<file path="src/rtl/asrtab_pkg.sv">
// ============================================================================
// Aging sensor reading table: shared package
// Sequencer states, action and status codes, timing constants and the ASCII
// hex character function.
// ============================================================================
package asrtab_pkg;

  localparam int STAMP_W   = 32;
  localparam int READING_W = 40;
  localparam int LIMIT_W   = 29;

  localparam logic [12:0] TICKS_PER_MINUTE = 13'd6000;

  localparam logic [7:0] ASCII_ZERO = 8'h30;
  localparam logic [7:0] ASCII_NINE = 8'd57;
  localparam logic [7:0] ASCII_GAP  = 8'd7;

  typedef enum logic [1:0] {
    ACT_STORE = 2'd0,
    ACT_SWEEP = 2'd1,
    ACT_READ  = 2'd2,
    ACT_CLEAR = 2'd3
  } action_t;

  localparam logic [1:0] STAT_DONE  = 2'd0;
  localparam logic [1:0] STAT_ZERO  = 2'd1;
  localparam logic [1:0] STAT_RANGE = 2'd2;

  typedef enum logic [2:0] {
    ST_IDLE,
    ST_DECODE,
    ST_READ_WAIT,
    ST_SWEEP,
    ST_CLEAR
  } state_t;

  // Uppercase ASCII character for one nibble.
  function automatic logic [7:0] ascii_nibble(input logic [3:0] v);
    logic [7:0] c;
    c = ASCII_ZERO + {4'd0, v};
    if (c > ASCII_NINE) begin
      c = c + ASCII_GAP;
    end
    return c;
  endfunction

endpackage

</file>
<file path="src/rtl/asrtab_age_cmp.sv">
// ============================================================================
// Aging sensor reading table: age compare unit
// Wrapping age subtraction and limit compare, shared by every sweep step.
// ============================================================================
module asrtab_age_cmp (
  input  logic [asrtab_pkg::STAMP_W-1:0] now_ticks,
  input  logic [asrtab_pkg::STAMP_W-1:0] stamp,
  input  logic [asrtab_pkg::LIMIT_W-1:0] limit,
  output logic                           expire
);

  import asrtab_pkg::*;

  logic [STAMP_W-1:0] age;

  // The subtraction wraps modulo 2^32, so a stamp ahead of now reads as old.
  assign age    = now_ticks - stamp;
  assign expire = (stamp != '0) && (age >= STAMP_W'(limit));

endmodule

</file>
<file path="config.mk">
export PLATFORM = sky130hd
export DESIGN_NAME = asrtab_age_cmp
export DESIGN_NICKNAME = d
export VERILOG_FILES = /design/src/rtl/asrtab_pkg.sv /design/src/rtl/asrtab_age_cmp.sv
export SDC_FILE = /design/constraint.sdc
export NUM_CORES = 1
export LEC_CHECK = 0
export ABC_AREA = 0
export BUFFER_PORTS_ARGS = -buffer_cell sky130_fd_sc_hd__buf_4
export CAP_MARGIN = 20
export CORE_MARGIN = 3
export CORE_UTILIZATION = 53
export DETAILED_ROUTE_END_ITERATION = 8
export PLACE_DENSITY = 0.84
export SLEW_MARGIN = 20
export SYNTH_ARGS = -nofsm -noshare
export SYNTH_HDL_FRONTEND = slang
export SYNTH_SLANG_ARGS = --single-unit
</file>
<file path="constraint.sdc">
create_clock -name vclk -period 7.65
set_clock_uncertainty 0.1 [all_clocks]
set_input_delay 1.9125 -clock vclk [all_inputs]
set_output_delay 1.9125 -clock vclk [all_outputs]
set_load 0.01 [all_outputs]
</file>
==> results_dict.tcl <==
set metrics [dict create \
    finalMaxSlewViolations 0 \
    switching_share_pct 49.2 \
    timing.final.crit_share_pct 99.9 \
    layout.nets 651 \
    ioPinCount 94 \
    grtUsageTotal_pct 27.1 \
    slew-limit-headroom_pct 62.1 \
    p_clk_share_pct 0 \
    slowest_delay_ns 0.42 \
    ratio_of_cells_with_drive_above_1_in_the_final_layout_pct 33.3 \
    antenna_found_initial 0 \
    drt.antenna.violating_nets 0 \
    rows 24 \
    combPwrFrac_pct 100.0 \
    finalInstanceArea_um2 3730 \
    route.vias.total 3197 \
    layout.clock_buffers 0 \
    syn-instance-count 370 \
    worst-endpoint-required_ns 5.64 \
    floorplan.initialDensity_pct 56.4 \
    mappedNetlistNets 524 \
    viasPerCell 5.84 \
    hold_violations 0 \
    seq_area_um2 0 \
    die_y_um 75.0 \
    critical_path.n_buffers_inverters 4 \
    synth-compound-area-share_pct 30.1 \
    met3_wirelength_um 481 \
    yosys_warnings 0 \
    flops_and_latches 0 \
    drt_first_pass_iters 5 \
    fp.coreArea_um2 4470 \
    port_buffers 94 \
    timing.max_cap.violations 0 \
    yosysUniqueCellTypes 48 \
    worstSetupStartpointType "input pin" \
    placed_area_um2 3470 \
    synth_most_common_cell "sky130_fd_sc_hd__inv_1" \
    yosysTopAreaCell "sky130_fd_sc_hd__ha_1" \
    synth-adder-area-share_pct 30.5 \
    timing.fmax_mhz 131 \
    flow.area_growth_from_synthesis_pct 47.6 \
    run_status "completed" \
    cell_leakage_power_uw 0.00205 \
    dpl.hpwl_um 6630 \
    power.share.sequential_pct 0 \
    synth_area_um2 2520 \
    wl_met1_um 3490 \
    grt-ovfl-total 0 \
    critPathSlowestCell "sky130_fd_sc_hd__o41a_1" \
    p_per_area_nw_per_um2 88.6 \
    worstSetupEndpointType "output pin" \
    postRouteWirelength_um 8220 \
    layout.filler_cells 310 \
    synth.cells.most_frequent "sky130_fd_sc_hd__inv_1 (74), sky130_fd_sc_hd__ha_1 (60), sky130_fd_sc_hd__a21oi_1 (27), sky130_fd_sc_hd__nor2_1 (25), sky130_fd_sc_hd__a21o_1 (20)" \
    unrepaired_setup_endpoints_after_global_routing "yes" \
    worstMarginPinSlew_ns 0.563 \
    post_synth_xor_area_fraction_pct 7.28 \
    synth_simple_gate_area_share_pct 20.2 \
    wl_per_cell_um 15.0 \
    type_of_the_tightest_min_delay_check "in2out" \
    floorplan.die.width_um 75.0 \
    worst_hold_slack_ns 4.26 \
    worstSetupPathType "in2out" \
    crit_path_max_fanout 4 \
    ys_top_cells_by_area "sky130_fd_sc_hd__ha_1 (30%), sky130_fd_sc_hd__inv_1 (11%), sky130_fd_sc_hd__a21o_1 (5.9%)" \
    synth_top_family_by_area "adder cells" \
    drt_iter0_drc 166 \
    synth.top_cell.area_share_pct 29.7 \
    globalplace.congestion 0.901 \
    grt_first_pass_wirelength_um 12400 \
    crit_path_cell_trace "buf_4, inv_2, ha_4, nor2b_4, o31ai_2, buf_4, a21oi_4, a41oi_4, nor3_2, or2_4, xor2_1, ha_1, a21o_1, a21o_1, a21o_1, a211oi_2, o21bai_1, a21oi_1, o211ai_1, o41a_1, buf_4" \
    worst_path_dominant_cell_family "compound AO/OA/AOI/OAI gates" \
    num_antenna_cells 0 \
    period_minus_slack_ns 7.64 \
    power.ir.vdd_worst_uv 47.6 \
    p_int_uw 168 \
    synth_seq_area_share_pct 0 \
    routed.top_layer "met4" \
    setup_violations 0 \
    critPathArrivalTime_ns 5.63 \
    drc_errors 0 \
    fraction_of_synthesized_area_in_multiplexers_pct 0.396 \
    syn_avg_cell_area_um2 6.82 \
    total_switching_power_uw 162 \
    first_global_vias 2891 \
    dieArea_um2 5630 \
    grt_max_degree 9 \
    route.met2.wl_um 4050 \
]
## worst paths after layout
kind	to	cells past startpoint	slack [ns]	start
max	expire	21	0.007	stamp[1]
min	expire	6	4.26	stamp[26]
## cells by family after synthesis
family	count (synthesis)
and+or+nand+nor	98
AOI/OAI and AO/OA	112
buffers and inverters	77
muxes	1
xor gates and xnor gates	21
adders and majority gates	61
## metal layers
layer / vias to the layer above / global-route usage, %
li1: 1597 / -
met1: 1443 / 36.1
met2: 136 / 48.2
met3: 21 / 2.00
met4: 0 / 4.35
met5: - / 0
## what timing repair did
item	4_1_cts	5_1_grt
endpoints found under the setup margin	1	1
hold buffers	0	0
gates cloned	0	0
setup buffers	1	8
pin swaps	13	28
gates resized for setup	10	28
## stage by stage
stage | setup TNS (ns) | util (%) | setup WS [ns] | total power [uW] | cells
6_report | 0 | 83.3 | 0.00731 | 330 | 547
2_1_floorplan | 0 | - | 0.299 | 188 | 370
4_1_cts | 0 | 78.9 | 0.00536 | 302 | 539
5_1_grt | -0.106 | 83.3 | -0.106 | 365 | 547
3_3_place_gp | -0.0286 | 77.6 | -0.0286 | 281 | 538
3_5_place_dp | -0.100 | 77.6 | -0.100 | 291 | 538
## power by group through the flow
stage,clock (uW),sequential [uW],combinational [uW]
CTS,0,0,302
global placement,0,0,281
detailed placement,0,0,291
finish,0,0,330
floorplan,0,0,188
global route,0,0,365
## placed cells by master, fill, tap and decap left out, drive strengths merged, types with 3 or more instances in the layout
cell type | Yosys | layout
o31ai | 4 | 4
o21a | 4 | 4
nor4 | 10 | 10
buf | 0 | 128
or2 | 4 | 4
nand2b | 3 | 3
a31oi | 6 | 6
ha | 60 | 60
xor2 | 7 | 7
nor3 | 6 | 6
a21oi | 28 | 28
nor2 | 25 | 25
a211oi | 10 | 10
o22ai | 3 | 3
nand2 | 17 | 17
xnor2 | 14 | 14
nand3 | 6 | 6
inv | 74 | 74
nor2b | 3 | 3
a21o | 20 | 20
and3 | 5 | 5
nand4 | 12 | 12
o21bai | 3 | 3
o21ai | 17 | 17
## area by class of cell
type	count	area, um^2	area share [%]
Timing Repair Buffer	128	965	25.9
Inverter	74	280	7.52
Multi-Input combinational cell	293	2420	64.9
Tap cell	52	65.1	1.75
## worst min-delay path: cells and delay by family
family | cells | cell delay (ns)
AOI/OAI and AO/OA | 1 | 0.14
and+or+nand+nor | 3 | 0.19
buffers and inverters | 2 | 0.20
Power figures use the tool's default switching activity.
